[config.mk]
export PLATFORM = sky130hd
export DESIGN_NAME = ctia_cell
export DESIGN_NICKNAME = d
export VERILOG_FILES = /design/src/hw/rtl/ctia_pkg.sv /design/src/hw/rtl/ctia_cell.sv
export SDC_FILE = /design/constraint.sdc
export NUM_CORES = 1
export LEC_CHECK = 0
export ABC_AREA = 0
export BUFFER_PORTS_ARGS = -buffer_cell sky130_fd_sc_hd__buf_2
export CAP_MARGIN = 40
export CORE_AREA = 2 2 235 237
export DETAILED_ROUTE_END_ITERATION = 10
export DIE_AREA = 0 0 237 239
export PLACE_DENSITY = 0.67
export SLEW_MARGIN = 20
export SYNTH_ARGS = -nofsm -noshare
export SYNTH_HDL_FRONTEND = slang
export SYNTH_SLANG_ARGS = --single-unit
[constraint.sdc]
create_clock -name clk_i -period 0.8 [get_ports clk_i]
set_input_delay 0.16 -clock clk_i [delete_from_list [all_inputs] [get_ports clk_i]]
set_output_delay 0.16 -clock clk_i [all_outputs]
set_load 0.01 [all_outputs]
[src/hw/rtl/ctia_pkg.sv]
// Shared types, opcodes and type-fitting helpers for the typed integer ALU.
`timescale 1ns / 1ps

package ctia_pkg;

  localparam int unsigned DataW     = 64;
  localparam int unsigned AccW      = 2 * DataW;
  localparam int unsigned NumCells  = DataW;
  localparam int unsigned InTdataW  = 144;
  localparam int unsigned OutTdataW = 64;

  // opcodes
  localparam logic [4:0] OP_ADD  = 5'd0;
  localparam logic [4:0] OP_SUB  = 5'd1;
  localparam logic [4:0] OP_MUL  = 5'd2;
  localparam logic [4:0] OP_DIV  = 5'd3;
  localparam logic [4:0] OP_MOD  = 5'd4;
  localparam logic [4:0] OP_AND  = 5'd5;
  localparam logic [4:0] OP_XOR  = 5'd6;
  localparam logic [4:0] OP_OR   = 5'd7;
  localparam logic [4:0] OP_SHL  = 5'd8;
  localparam logic [4:0] OP_SHR  = 5'd9;
  localparam logic [4:0] OP_EQ   = 5'd10;
  localparam logic [4:0] OP_NE   = 5'd11;
  localparam logic [4:0] OP_LT   = 5'd12;
  localparam logic [4:0] OP_LE   = 5'd13;
  localparam logic [4:0] OP_GT   = 5'd14;
  localparam logic [4:0] OP_GE   = 5'd15;
  localparam logic [4:0] OP_LAND = 5'd16;
  localparam logic [4:0] OP_LOR  = 5'd17;

  // width codes
  localparam logic [1:0] WC_8  = 2'd0;
  localparam logic [1:0] WC_16 = 2'd1;
  localparam logic [1:0] WC_32 = 2'd2;
  localparam logic [1:0] WC_64 = 2'd3;

  typedef enum logic [1:0] {
    KIND_SIMPLE,
    KIND_MUL,
    KIND_DIV,
    KIND_MOD
  } ctia_kind_e;

  // per-item control that rides along the cell chain
  typedef struct packed {
    ctia_kind_e        kind;
    logic              fail;       // failed before the chain
    logic              raw;        // compare / logical: no normalization
    logic              neg_q;      // product or quotient is negative
    logic              neg_r;      // remainder is negative
    logic              chk_ovf;    // signed multiply overflow check
    logic [1:0]        calc_wc;
    logic [1:0]        res_wc;
    logic              res_signed;
    logic              res_bool;
    logic [DataW-1:0]  value;      // finished result of ops that need no chain cells
  } ctia_ctl_t;

  // shared accumulator: {hi, lo} and the other operand (multiplicand or divisor)
  typedef struct packed {
    logic [AccW-1:0]  acc;
    logic [DataW-1:0] opd;
  } ctia_arith_t;

  // truncate to the coded width, then sign- or zero-extend back
  function automatic logic [DataW-1:0] fit_to(logic [DataW-1:0] v, logic [1:0] code,
                                              logic sgn);
    logic [DataW-1:0] r;
    r = v;
    unique case (code)
      WC_8:    r = {{56{sgn & v[7]}}, v[7:0]};
      WC_16:   r = {{48{sgn & v[15]}}, v[15:0]};
      WC_32:   r = {{32{sgn & v[31]}}, v[31:0]};
      default: r = v;
    endcase
    return r;
  endfunction

  // 2^(bits-1) as an unsigned value
  function automatic logic [DataW-1:0] top_bit(logic [1:0] code);
    logic [6:0] bits;
    bits = 7'd8 << code;
    return {{(DataW-1){1'b0}}, 1'b1} << (bits - 7'd1);
  endfunction

endpackage

[src/hw/rtl/ctia_cell.sv]
// One chain cell: a shift-add multiply step or a restoring divide step.
`timescale 1ns / 1ps

module ctia_cell import ctia_pkg::*; (
  input  logic        clk_i,
  input  logic        rst_ni,
  input  logic        en_i,
  input  logic        valid_i,
  input  ctia_ctl_t   ctl_i,
  input  ctia_arith_t arith_i,
  output logic        valid_o,
  output ctia_ctl_t   ctl_o,
  output ctia_arith_t arith_o
);

  logic [DataW:0]  mul_sum, trial;
  logic [AccW-1:0] mul_acc, div_acc;
  logic            valid_q;
  ctia_ctl_t       ctl_q;
  ctia_arith_t     arith_d, arith_q;

  // multiply: add multiplicand on the low bit, shift right
  assign mul_sum = {1'b0, arith_i.acc[AccW-1:DataW]} +
                   (arith_i.acc[0] ? {1'b0, arith_i.opd} : '0);
  assign mul_acc = {mul_sum, arith_i.acc[DataW-1:1]};

  // divide: shift left, subtract divisor if it fits
  assign trial   = arith_i.acc[AccW-1:DataW-1] - {1'b0, arith_i.opd};
  assign div_acc = trial[DataW] ? {arith_i.acc[AccW-2:0], 1'b0}
                                : {trial[DataW-1:0], arith_i.acc[DataW-2:0], 1'b1};

  always_comb begin
    arith_d.opd = arith_i.opd;
    arith_d.acc = (ctl_i.kind == KIND_MUL) ? mul_acc : div_acc;
  end

  always_ff @(posedge clk_i or negedge rst_ni) begin
    if (!rst_ni) begin
      valid_q <= 1'b0;
    end else if (en_i) begin
      valid_q <= valid_i;
    end
  end

  always_ff @(posedge clk_i) begin
    if (en_i) begin
      ctl_q   <= ctl_i;
      arith_q <= arith_d;
    end
  end

  assign valid_o = valid_q;
  assign ctl_o   = ctl_q;
  assign arith_o = arith_q;

endmodule

==> results.txt <==
DR pass1 iterations: 6
Die H: 239 um
GRT Total Usage: 0.289
die area: 56600 um2
number of global-route vias before repair: 21500
status: complete, but fails checks
DP HPWL: 66200 um
vias per cell: 5.19
fmax: 0.330 GHz
clock buffer depth: 3
CP Capture Type: flop
kind of critical path: in2reg
Routed wire per std cell: 20.6 um
async set or reset register ratio after synthesis: 0.00370
Max Cap Viol: 0
Layout area overhead: 70.3%
DRT Wirelength: 85000 um
share of layout cells above drive strength 1: 0.416
Die W: 237 um
slowest cell on the critical path: or4b_4
post-synthesis xor/xnor area fraction: 0.0558
fin nets: 3799
post-synthesis mux area share: 0.0355
Area after DPL: 27600 um2
critical path fanouts, max: 3
unrepaired setup endpoints after global routing: yes
Buffers on Ports: 542
met3 routed WL: 6950 um
WHS Path Cells: 2
yosys warns: 0
Netlist Area Pre-Place: 18700 um2
Levels on crit path: 17
pwr/cell area: 1670 nW/um2
IR drop worst, VDD: 0.00149 V
Max Used Layer: met5
failing checks: negative setup slack
Clock Skews: 0 ns
post-route antenna net violation count: 0
CP cell instances: buf_8 -> inv_12 -> ha_4 -> fa_2 -> nand2b_4 -> a21o_1 -> a211o_4 -> o31ai_4 -> a32oi_4 -> buf_12 -> o21ai_4 -> a221oi_4 -> xor2_4 -> buf_6 -> buf_16 -> or4b_4 -> a22oi_2
initial DRC count: 1727
final instance area: 31800 um2
Worst Setup Start Kind: input port
Row Count: 86
CTS tree: built
Crit path arrival time: 3.43 ns
clk slew on worst S/H paths: 0.06 ns
setup TNS: -257.93 ns
Core Footprint: 54300 um2
syn nets: 2393
CTS Buf Count: 35
initial antenna violation count: 11
largest net degree at the start of global routing: 45
Starting Density: 0.344
CP required: 1.20 ns
Worst Reg2Reg Path Length in Cells: 1
max-slew violations: 0
Clk Latency, worst-skew pair: 0.55 ns
syn_area_per_cell: 9.39 um2
Power, Total: 53.2 mW
Fill cells: 4632
post-synth cell types: 85
CP Buf/Inv Count: 5
CTS sink cnt: 270
Worst path top cell family by delay: compound AO/OA/AOI/OAI gates
Worst path max stage delay: 0.50 ns
first-pass GRT wire length: 126000 um
met2 wire len: 39700 um
GP Congestion: 1.04
Compound-Gate Fraction of Synth Area: 0.177
worst-margin pin slew: 0.689 ns
final hold viol count: 0
I/O pin count: 543
Rel. slew slack: 0.534
post-route DRC violation count: 0
vias after detailed routing: 21400
final setup fails: 335
Post-synth top flop: edfxtp_1
final worst setup slack: -2.23 ns
minimum clock period: 3.03 ns
number of enable flip-flop cells after synthesis: 269
period utilization: 3.79
Final Core Density: 0.585
#FFs+latches synth: 270
H-tree depth: 2
sequential area share after synthesis: 0.434
Overflow after GRT: 0
WL met1: 35900 um
worst hold path class: in2reg
LEAKAGE: 14.9 nW
largest family of logic cells by synthesized area: compound AO/OA/AOI/OAI gates
cell count after synthesis: 1990
post-synthesis simple-gate area fraction: 0.169
Root Driver: clkbuf_16
Adder-Cell Fraction of Synth Area: 0.0879
-- state kept, by name, summed over array words and instances (netlist names) --
| register | flops |
|---|---|
| arith_o | 192 |
| ctl_o | 77 |
| valid_o | 1 |
-- repair_timing --
action                                  CTS  global route
pin swaps                                35            38
hold buffers                            206             0
gates cloned                              2             2
gates resized for setup                  76            70
endpoints found under the setup margin  335           335
endpoints found under the hold margin   207             0
setup buffers                            16            13
-- synthesized netlist by cell type (39+ instances only) --
library cell | n | area, um2
a21oi_1 | 196 | 981
xor2_1 | 39 | 342
o21ai_0 | 77 | 385
ha_1 | 128 | 1600
mux2i_1 | 64 | 641
and2_1 | 71 | 444
nor2_1 | 114 | 428
edfxtp_1 | 269 | 8080
a21o_1 | 49 | 368
inv_1 | 103 | 387
xnor2_1 | 80 | 701
nand2_1 | 328 | 1230
clkbuf_1 | 75 | 282
-- final timing paths --
check,startpoint,end,slack (ns)
max,arith_i[127],arith_o[190],-2.23
min,en_i,arith_o[32],0.02
max reg2reg,valid_o,valid_o,0.06
min reg2reg,valid_o,valid_o,0.51
max in group asynchronous,rst_ni,valid_o,0.20
min in group asynchronous,rst_ni,valid_o,0.50
-- final cells by class --
| cell class | instances | area [um2] | area share |
|---|---|---|---|
| diodes | 7 | 17.5 | 0.000551 |
| repair buffers | 1460 | 10800 | 0.339 |
| clock inverters | 14 | 143 | 0.00448 |
| well taps | 704 | 881 | 0.0277 |
| flip-flops and latches | 270 | 8100 | 0.255 |
| multi-input cells | 1526 | 10500 | 0.331 |
| inverters | 103 | 399 | 0.0125 |
| clock buffers | 47 | 942 | 0.0296 |
-- stage by stage --
stage,setup WS [ns],cells,hold slack (ns)
6_report,-2.23,4131,0.0197
5_1_grt,-2.31,4128,0.0165
3_3_place_gp,-3.09,3827,-0.0657
4_1_cts,-2.32,4109,0.00675
3_5_place_dp,-3.21,3827,-0.0644
2_1_floorplan,-2.29,1990,-0.136
-- per-layer routing --
layer | vias up | global-route usage
li1 | 10100 | -
met1 | 10200 | 0.377
met2 | 989 | 0.484
met3 | 156 | 0.0548
met4 | 8 | 0.0900
met5 | - | 0
-- power breakdown --
part | total [mW] | leakage, nW | switching (mW) | internal, mW
clock network | 15.4 | 0.516 | 6.49 | 8.95
logic | 19.7 | 11.8 | 9.76 | 9.89
registers | 18.1 | 2.64 | 0.684 | 17.4
total | 53.2 | 14.9 | 16.9 | 36.2
-- cell usage in the layout (no fill, tap or decap), types with 59 or more instances in the layout --
cell type / Yosys / routed
a21oi_1: 196 / 185
dlygate4sd3_1: 0 / 206
nor2_1: 114 / 112
inv_1: 103 / 102
buf_4: 8 / 665
o21ai_0: 77 / 74
edfxtp_1: 269 / 269
nand2_1: 328 / 325
ha_1: 128 / 113
buf_2: 6 / 509
mux2i_1: 64 / 59
and2_1: 71 / 67
xnor2_1: 80 / 76
-- cell families (layout without fill, tap and decap cells) --
logic type	count (synthesis)	in the layout
and+or+nand+nor	686	686
other	0	7
DFF	270	270
buffers and inverters	194	1624
adders and majority gates	130	130
AOI/OAI and AO/OA	525	525
xor gates and xnor gates	119	119
muxes	66	66
No activity file was read; power rests on OpenSTA's default activity.
