--- src/hw/rtl/ctia_pkg.sv ---
// Shared types, opcodes and type-fitting helpers for the typed integer ALU.
`timescale 1ns / 1ps

package ctia_pkg;

  localparam int unsigned DataW     = 64;
  localparam int unsigned AccW      = 2 * DataW;
  localparam int unsigned NumCells  = DataW;
  localparam int unsigned InTdataW  = 144;
  localparam int unsigned OutTdataW = 64;

  // opcodes
  localparam logic [4:0] OP_ADD  = 5'd0;
  localparam logic [4:0] OP_SUB  = 5'd1;
  localparam logic [4:0] OP_MUL  = 5'd2;
  localparam logic [4:0] OP_DIV  = 5'd3;
  localparam logic [4:0] OP_MOD  = 5'd4;
  localparam logic [4:0] OP_AND  = 5'd5;
  localparam logic [4:0] OP_XOR  = 5'd6;
  localparam logic [4:0] OP_OR   = 5'd7;
  localparam logic [4:0] OP_SHL  = 5'd8;
  localparam logic [4:0] OP_SHR  = 5'd9;
  localparam logic [4:0] OP_EQ   = 5'd10;
  localparam logic [4:0] OP_NE   = 5'd11;
  localparam logic [4:0] OP_LT   = 5'd12;
  localparam logic [4:0] OP_LE   = 5'd13;
  localparam logic [4:0] OP_GT   = 5'd14;
  localparam logic [4:0] OP_GE   = 5'd15;
  localparam logic [4:0] OP_LAND = 5'd16;
  localparam logic [4:0] OP_LOR  = 5'd17;

  // width codes
  localparam logic [1:0] WC_8  = 2'd0;
  localparam logic [1:0] WC_16 = 2'd1;
  localparam logic [1:0] WC_32 = 2'd2;
  localparam logic [1:0] WC_64 = 2'd3;

  typedef enum logic [1:0] {
    KIND_SIMPLE,
    KIND_MUL,
    KIND_DIV,
    KIND_MOD
  } ctia_kind_e;

  // per-item control that rides along the cell chain
  typedef struct packed {
    ctia_kind_e        kind;
    logic              fail;       // failed before the chain
    logic              raw;        // compare / logical: no normalization
    logic              neg_q;      // product or quotient is negative
    logic              neg_r;      // remainder is negative
    logic              chk_ovf;    // signed multiply overflow check
    logic [1:0]        calc_wc;
    logic [1:0]        res_wc;
    logic              res_signed;
    logic              res_bool;
    logic [DataW-1:0]  value;      // finished result of ops that need no chain cells
  } ctia_ctl_t;

  // shared accumulator: {hi, lo} and the other operand (multiplicand or divisor)
  typedef struct packed {
    logic [AccW-1:0]  acc;
    logic [DataW-1:0] opd;
  } ctia_arith_t;

  // truncate to the coded width, then sign- or zero-extend back
  function automatic logic [DataW-1:0] fit_to(logic [DataW-1:0] v, logic [1:0] code,
                                              logic sgn);
    logic [DataW-1:0] r;
    r = v;
    unique case (code)
      WC_8:    r = {{56{sgn & v[7]}}, v[7:0]};
      WC_16:   r = {{48{sgn & v[15]}}, v[15:0]};
      WC_32:   r = {{32{sgn & v[31]}}, v[31:0]};
      default: r = v;
    endcase
    return r;
  endfunction

  // 2^(bits-1) as an unsigned value
  function automatic logic [DataW-1:0] top_bit(logic [1:0] code);
    logic [6:0] bits;
    bits = 7'd8 << code;
    return {{(DataW-1){1'b0}}, 1'b1} << (bits - 7'd1);
  endfunction

endpackage

--- src/hw/rtl/ctia_back.sv ---
// Sign fix, multiply overflow check, result normalization and output register.
`timescale 1ns / 1ps

module ctia_back import ctia_pkg::*; (
  input  logic                 clk_i,
  input  logic                 rst_ni,
  input  logic                 en_i,
  input  logic                 valid_i,
  input  ctia_ctl_t            ctl_i,
  input  ctia_arith_t          arith_i,
  input  logic                 m_axis_tready,
  output logic                 m_axis_tvalid,
  output logic [OutTdataW-1:0] m_axis_tdata,
  output logic [0:0]           m_axis_tuser
);

  logic [DataW-1:0] lo, hi, lim, v, res_d, res_q;
  logic             mul_ovf, fail, ok_q, valid_q;

  assign lo = arith_i.acc[DataW-1:0];
  assign hi = arith_i.acc[AccW-1:DataW];

  // signed product must lie within the calculation type
  assign lim     = ctl_i.neg_q ? top_bit(ctl_i.calc_wc) : top_bit(ctl_i.calc_wc) - DataW'(1);
  assign mul_ovf = ctl_i.chk_ovf && ((hi != '0) || (lo > lim));
  assign fail    = ctl_i.fail || ((ctl_i.kind == KIND_MUL) && mul_ovf);

  always_comb begin
    unique case (ctl_i.kind)
      KIND_MUL, KIND_DIV: v = ctl_i.neg_q ? -lo : lo;
      KIND_MOD:           v = ctl_i.neg_r ? -hi : hi;
      default:            v = ctl_i.value;
    endcase
    priority if (fail) begin
      res_d = '0;
    end else if (ctl_i.raw) begin
      res_d = v;
    end else if (ctl_i.res_bool) begin
      res_d = {{(DataW-1){1'b0}}, v != '0};
    end else begin
      res_d = fit_to(v, ctl_i.res_wc, ctl_i.res_signed);
    end
  end

  // output register
  always_ff @(posedge clk_i or negedge rst_ni) begin
    if (!rst_ni) begin
      valid_q <= 1'b0;
    end else begin
      valid_q <= (en_i && valid_i) || (valid_q && !m_axis_tready);
    end
  end

  always_ff @(posedge clk_i) begin
    if (en_i && valid_i) begin
      res_q <= res_d;
      ok_q  <= !fail;
    end
  end

  assign m_axis_tvalid = valid_q;
  assign m_axis_tdata  = res_q;
  assign m_axis_tuser  = ok_q;

endmodule

--- config.mk ---
export PLATFORM = sky130hd
export DESIGN_NAME = ctia_back
export DESIGN_NICKNAME = d
export VERILOG_FILES = /design/src/hw/rtl/ctia_pkg.sv /design/src/hw/rtl/ctia_back.sv
export SDC_FILE = /design/constraint.sdc
export NUM_CORES = 1
export LEC_CHECK = 0
export BUFFER_PORTS_ARGS = -buffer_cell sky130_fd_sc_hd__buf_2
export CAP_MARGIN = 20
export CORE_ASPECT_RATIO = 0.9
export CORE_MARGIN = 3
export CORE_UTILIZATION = 40
export DETAILED_ROUTE_END_ITERATION = 10
export PLACE_DENSITY = 0.67
export SYNTH_ARGS = -nofsm -noshare
export SYNTH_HDL_FRONTEND = slang
export SYNTH_SLANG_ARGS = --single-unit
--- constraint.sdc ---
create_clock -name clk_i -period 0.92 [get_ports clk_i]
set_input_delay 0 -clock clk_i [delete_from_list [all_inputs] [get_ports clk_i]]
set_output_delay 0 -clock clk_i [all_outputs]
set_load 0.05 [all_outputs]
==> out/metrics.yaml, run 1 <==
grt:
  grt_pass1_vias: 11547
  grt_max_degree: 36
  grt_overflow: 0
  gr-usage-met1_pct: 48.51
  met2_usage_pct: 55.15
  grt_pass1_wl_um: 65000
  grt_usage_pct: 34.42
  antenna_found_initial: 1
  use_met3_pct: 4.901
  grt_busiest_layer: "met2"
finish:
  regArea_mm2: 0.001977
  final_common_cell: "buf_4"
  multi_input_area_mm2: 0.007600
  final_nets: 2135
  fillCellCount: 1684
  drive_above_1_share_pct: 51.31
  syn_to_final_growth_pct: 73.51
  n_antenna_cell: 0
  utilization_pct: 71.30
  final_cell_mix: "buf_4 (449), buf_2 (220), nand2_1 (92)"
placement:
  hpwl_um: 35270
  io_buffers: 275
  gp_congestion: 1.017
  dp_slack_ns: -2.558
setup_path:
  r2r_start: "m_axis_tvalid"
  rr_worst_depth: 1
  start_kind: "primary input"
  endpoint_kind: "flop"
  cp-startpoint: "arith_i[89]"
  cp.required_ns: 1.00
  rrSetupSlack_ns: 0.27
  worst_r2r_endpoint: "m_axis_tvalid"
  crit_fanout: 4
  critPathArrivalTime_ns: 3.09
  endpoint: "m_axis_tdata[0]"
  path_class: "in2reg"
timing:
  finalWorstSetupSlack_ns: -2.090
  final.min_clock_period_ns: 3.010
  tightest_slew_ns: 0.5680
  hold_violations: 0
  timing.slew.headroom_pct: 61.86
  finalSetupViolCount: 80
  max_freq_mhz: 332.3
  fin_crit_sh_pct: 327.1
  slew_violations: 0
  fin_skew_ns: 0
  rsz0062_at_grt: "true"
yosys:
  async_flop_share_pct: 1.515
  yosysSeqAreaShare_pct: 21.98
  synthFlopType: "edfxtp_1"
  synth_area_per_cell_um2: 8.016
  synth_cell_type_count: 72
  ys_warn_count: 0
  netlist_area_mm2: 0.008994
  ys_seq_elements: 66
  synth_edf_count: 65
  syn_nets: 1467
  syn_inst: 1122
die:
  die_y_um: 148.3
  row_count: 51
  fp.dieW_um: 164.1
  die_area_mm2: 0.02432
  coreArea_mm2: 0.02189
  pin_count: 340
  initial_core_util_pct: 41.09
clocking:
  numClockSinks: 66
  insertion_delay_ns: 0.33
  h-tree-depth: 3
  cts_buffers: 9
  cts_buffer_depth: 2
  ctsRootBufferMaster: "clkbuf_16"
  clk_pin_slew_ns: 0.06
  cts_tree: "yes"
routing:
  viasPerCell: 5.999
  postRouteWirelength_um: 45200
  first_iter_violations: 1301
  wl_per_cell_um: 21.67
  num_vias: 12514
  antenna_left: 0
  drc: 0
  firstDrtPassIters: 6
run_status:
  violations: "negative setup slack"
  status: "complete, but fails checks"
pwr:
  power.leakage_nw: 6.599
  p_total_mw: 15.42
  p_per_area_mw_per_mm2: 988.1
  vdd_drop_max_mv: 1.253
hold_path:
  hold_class: "in2reg"
  worstHoldPathCells: 3
flow_run:
  max_cap_viol_count: 0
[logic make-up (layout without fill, tap and decap cells)]
group | count (synthesis) | after routing | synth area share (%)
xor gates and xnor gates | 95 | 95 | 9.252
AOI/OAI and AO/OA | 364 | 364 | 27.60
muxes | 13 | 13 | 1.503
DFF | 66 | 66 | 21.98
and+or+nand+nor | 420 | 421 | 25.57
adders and majority gates | 71 | 71 | 9.878
buffers and inverters | 93 | 765 | 4.215
[cell type report]
| class | count | share of cell area, % |
|---|---|---|
| well taps | 291 | 2.333 |
| clock buffers | 10 | 1.467 |
| repair buffers | 726 | 33.61 |
| multi-input cells | 964 | 48.70 |
| flip-flops and latches | 66 | 12.67 |
| clock inverters | 6 | 0.5933 |
| inverters | 23 | 0.6254 |
[worst min-delay path by stage]
| stage | from | endpoint |
|---|---|---|
| final | ctl_i[5] | m_axis_tdata[5] |
| after global routing | ctl_i[5] | m_axis_tdata[5] |
| after CTS | ctl_i[5] | m_axis_tdata[5] |
| after detailed placement | rst_ni | m_axis_tvalid |
| after global placement | rst_ni | m_axis_tvalid |
| after floorplan | rst_ni | m_axis_tvalid |
[layer usage]
| metal | share of wire, % | up-vias |
|---|---|---|
| li1 | - | 5749 |
| met1 | 42 | 5859 |
| met3 | 9.0 | 114 |
| met4 | 3.3 | 2 |
| met2 | 45 | 790 |
| met5 | 0.029 | - |
[critical path, stage by stage]
cell and delay [ns]:
buf_6 0.09, or4_4 0.56, or3_4 0.35, or4_4 0.52
buf_4 0.16, o31ai_1 0.23, xor2_1 0.41, o22ai_1 0.19
a21oi_2 0.20, nand3_1 0.12, nor4_2 0.15, a31oi_1 0.11
[cells in the mapped netlist, types with 17 or more instances]
cell	n	share of area [%]
a21o_1	28	2.3
o31ai_1	31	2.6
nand4_1	30	2.1
nor3_1	29	1.6
edfxtp_1	65	22
nand3_1	21	1.2
ha_1	71	9.9
o41ai_1	30	2.9
or3_1	27	1.9
o221ai_1	17	1.7
o21ai_0	55	3.1
a21oi_1	103	5.7
or4_1	31	2.6
nor4_1	25	1.7
nor2_1	73	3.0
xnor2_1	38	3.7
inv_1	22	0.92
clkbuf_1	58	2.4
xor2_1	57	5.6
nand2_1	95	4.0
[flip-flops by register name, summed over array words and instances, names as in the netlist]
signal,count
m_axis_tuser,1
m_axis_tdata,64
m_axis_tvalid,1
[stage by stage]
step	TNS [ns]	instance area, um2	hold slack [ns]	instances
final	-121.36	15610	0.04692	2086
after global routing	-126.23	15610	0.06774	2086
after CTS	-117.81	14950	0.04283	2077
after detailed placement	-151.80	13820	-0.2222	2043
after global placement	-152.47	13820	-0.2253	2043
after floorplan	-135.57	9121	-0.2956	1122
[what timing repair did]
action | CTS | global route
hold endpoints to repair | 2 | 0
cloned | 2 | 5
pin swaps | 36 | 37
endpoints found under the setup margin | 96 | 102
hold buffers | 3 | 0
gates resized for setup | 159 | 140
setup buffers | 14 | 6
[report_power, final]
part           leakage, nW  internal (mW)  switching, mW
Combinational         5.89           3.56           4.49
Clock                0.149           2.38           1.33
Sequential           0.559           3.57         0.0880
(Power assumes the default switching activity.)
==> run 2: changes to the inputs <==
--- a/config.mk
+++ b/config.mk
@@ -7,11 +7,11 @@
 export LEC_CHECK = 0
 export BUFFER_PORTS_ARGS = -buffer_cell sky130_fd_sc_hd__buf_2
 export CAP_MARGIN = 20
-export CORE_ASPECT_RATIO = 0.9
 export CORE_MARGIN = 3
 export CORE_UTILIZATION = 40
 export DETAILED_ROUTE_END_ITERATION = 10
 export PLACE_DENSITY = 0.67
+export SETUP_SLACK_MARGIN = 0.5
 export SYNTH_ARGS = -nofsm -noshare
 export SYNTH_HDL_FRONTEND = slang
 export SYNTH_SLANG_ARGS = --single-unit
==> run 2 against run 1 <==
Net effect:
- clock skew is the same
- clock-buffer cell count is the same
- combinational power rose by 0.7%
- maximum frequency shrank 0.48%
- routed wire length increased by 1.6%
- utilization increased by 0.58 points
- non-clock buffer count fell by 9
- the flow finishes with violations (negative hold slack, negative setup slack)
- total power grew 1.7%
- highest routed layer unchanged
==> out/metrics.yaml, run 2 (synthesis gave the netlist of run 1 again) <==
run_status:
  status: "complete, but fails checks"
  violations: "negative hold slack, negative setup slack"
clocking:
  cts_buffers: 9  # unchanged
  h-tree-depth: 3  # unchanged
  ctsRootBufferMaster: "clkbuf_16"
  cts_buffer_depth: 2  # unchanged
  numClockSinks: 66  # unchanged
  insertion_delay_ns: 0.34  # about the same
  clk_pin_slew_ns: 0.06  # about the same
  cts_tree: "yes"
  cts_hold_buf: 1  # -2
routing:
  viasPerCell: 6.017  # +0.30%
  drc: 0  # unchanged
  firstDrtPassIters: 6  # unchanged
  num_vias: 12437  # -0.62%
  wl_per_cell_um: 22.22  # +2.6%
  antenna_left: 0  # unchanged
  first_iter_violations: 1179  # -9.4%
  postRouteWirelength_um: 45940  # +1.6%
timing:
  finalWorstSetupSlack_ns: -2.104  # -0.01458 ns
  slew_violations: 0  # unchanged
  hold_violations: 2  # +2
  final.min_clock_period_ns: 3.024  # +0.01458 ns
  fin_skew_ns: 0  # unchanged
  rsz0062_at_grt: "true"
  max_freq_mhz: 330.7  # -0.48%
  fin_tns_setup_ns: -124.78  # -3.417 ns
  fin_crit_sh_pct: 328.7  # +1.6 points
  worst_hold_slack_ns: -0.04668  # -0.09360 ns
  timing.slew.headroom_pct: 60.22  # -1.6 points
  tightest_slew_ns: 0.5967  # +0.02867 ns
  finalSetupViolCount: 75  # -6.3%
die:
  pin_count: 340  # unchanged
  coreArea_mm2: 0.02196  # +0.33%
  initial_core_util_pct: 40.96  # -0.13 points
  die_area_mm2: 0.02432  # about the same
  die_y_um: 155.9  # +5.2%
  row_count: 54  # +5.9%
  fp.dieW_um: 155.9  # -4.9%
finish:
  syn_to_final_growth_pct: 75.49
  utilization_pct: 71.87  # +0.58 points
  n_antenna_cell: 0  # unchanged
  final_common_cell: "buf_4"
  largest_register_ffs: 64  # unchanged
  final_cell_mix: "buf_4 (403), buf_2 (202), nand2_1 (92)"
  final_nets: 2127  # -0.37%
  final_area_mm2: 0.01578  # +1.1%
  drive_above_1_share_pct: 50.03  # -1.3 points
setup_path:
  start_kind: "primary input"
  endpoint_kind: "flop"
  cp.required_ns: 1.00  # about the same
  cpMostUsedCell: "or3_4"
  critPathArrivalTime_ns: 3.11  # +0.02 ns
  path_class: "in2reg"
  crit_fanout: 23  # +19
  crit_path_max_incr_delay_ns: 0.56  # about the same
  critPathSlowestCell: "or4_4"
  cp_cell_sequence: "buf_6 > or4_4 > or3_4 > or3_4 > o41ai_4 > xnor2_2 > a222oi_1 > buf_4 > nand2b_1 > a211o_1 > o2111ai_4 > buf_12 > a21oi_1"
  cp_num_buf_inv: 3  # +1
  cp_top_family: "simple AND/OR/NAND/NOR gates"
placement:
  place_area_mm2: 0.01370  # -0.89%
  gp_congestion: 1.024  # +0.73%
  dp_slack_ns: -2.550  # +0.007690 ns
  io_buffers: 275  # unchanged
  hpwl_um: 34460  # -2.3%
hold_path:
  hold_class: "in2reg"
pwr:
  vdd_drop_max_mv: 1.150  # -8.2%
  power.leakage_nw: 6.635  # +0.55%
  p_per_area_mw_per_mm2: 993.4  # +0.54%
grt:
  grt_pass1_wl_um: 65540  # +0.83%
  grt_usage_pct: 34.25  # -0.17 points
  grt_overflow: 0  # unchanged
  grt_max_degree: 54  # +50%
  grt_pass1_vias: 11605  # +0.50%
  antenna_found_initial: 1  # unchanged
flow_run:
  max_cap_viol_count: 0  # unchanged
run 2: cell types whose count changed in the layout (fill, tap and decap cells not counted), sizes merged:
| cell | before | now |
|---|---|---|
| and2 | 1 | 2 |
| buf | 720 | 715 |
| clkbuf | 13 | 11 |
| dlygate4sd3 | 3 | 1 |
run 2: stage by stage:
| stage | hold slack [ns] | std cells | total power [mW] |
|---|---|---|---|
| 6_report | -0.04668 | 2067 | 15.68 |
| 5_1_grt | -0.03751 | 2067 | 16.22 |
| 4_1_cts | -0.05974 | 2057 | 14.91 |
| 3_5_place_dp | -0.2243 | 2019 | 10.47 |
| 3_3_place_gp | -0.2254 | 2019 | 10.38 |
| 2_1_floorplan | -0.2956 | 1122 | 6.957 |
run 2: metal layers:
layer / global-route usage, % / part of all wire [%] / up-vias
li1: - / - / 5738
met1: 47.26 / 41 / 5873
met2: 57.40 / 47 / 710
met3: 2.607 / 8.0 / 114
met4: 10.26 / 3.6 / 2
met5: 0 / 0.022 / -
run 2: layout make-up:
| cell class | count | area [um2] |
|---|---|---|
| Inverter | 23 | 95.09 |
| Clock inverter | 6 | 88.84 |
| Multi-Input combinational cell | 965 | 7551 |
| Tap cell | 280 | 350.3 |
| Clock buffer | 10 | 239.0 |
| Fill cell | 1614 | 6176 |
| Sequential cell | 66 | 1978 |
| Timing Repair Buffer | 717 | 5480 |
run 2: where the power goes:
group          leakage, nW  switching, mW  internal, mW
clock network        0.155           1.42          2.45
registers            0.558          0.119          3.57
logic                 5.92           4.45          3.66
total                 6.64           5.99          9.69
run 2: path summary, 6_finish.rpt:
path                               endpoint  slack (ns)  cells after the start          start
hold reg to reg               m_axis_tvalid        0.54                      1  m_axis_tvalid
setup / recovery           m_axis_tdata[40]       -2.10                     13    arith_i[89]
setup reg to reg              m_axis_tvalid        0.22                      1  m_axis_tvalid
min in group asynchronous     m_axis_tvalid       -0.01                      2         rst_ni
hold / removal                m_axis_tvalid       -0.05                      3  m_axis_tready
max in group asynchronous     m_axis_tvalid        0.83                      2         rst_ni
run 2: timing repair:
item / CTS / global route
cloned: 6 / 2
endpoints found under the setup margin: 168 / 197
endpoints found under the hold margin: 2 / 2
buffers inserted: 15 / 8
resized for setup: 258 / 79
pin swaps: 33 / 30
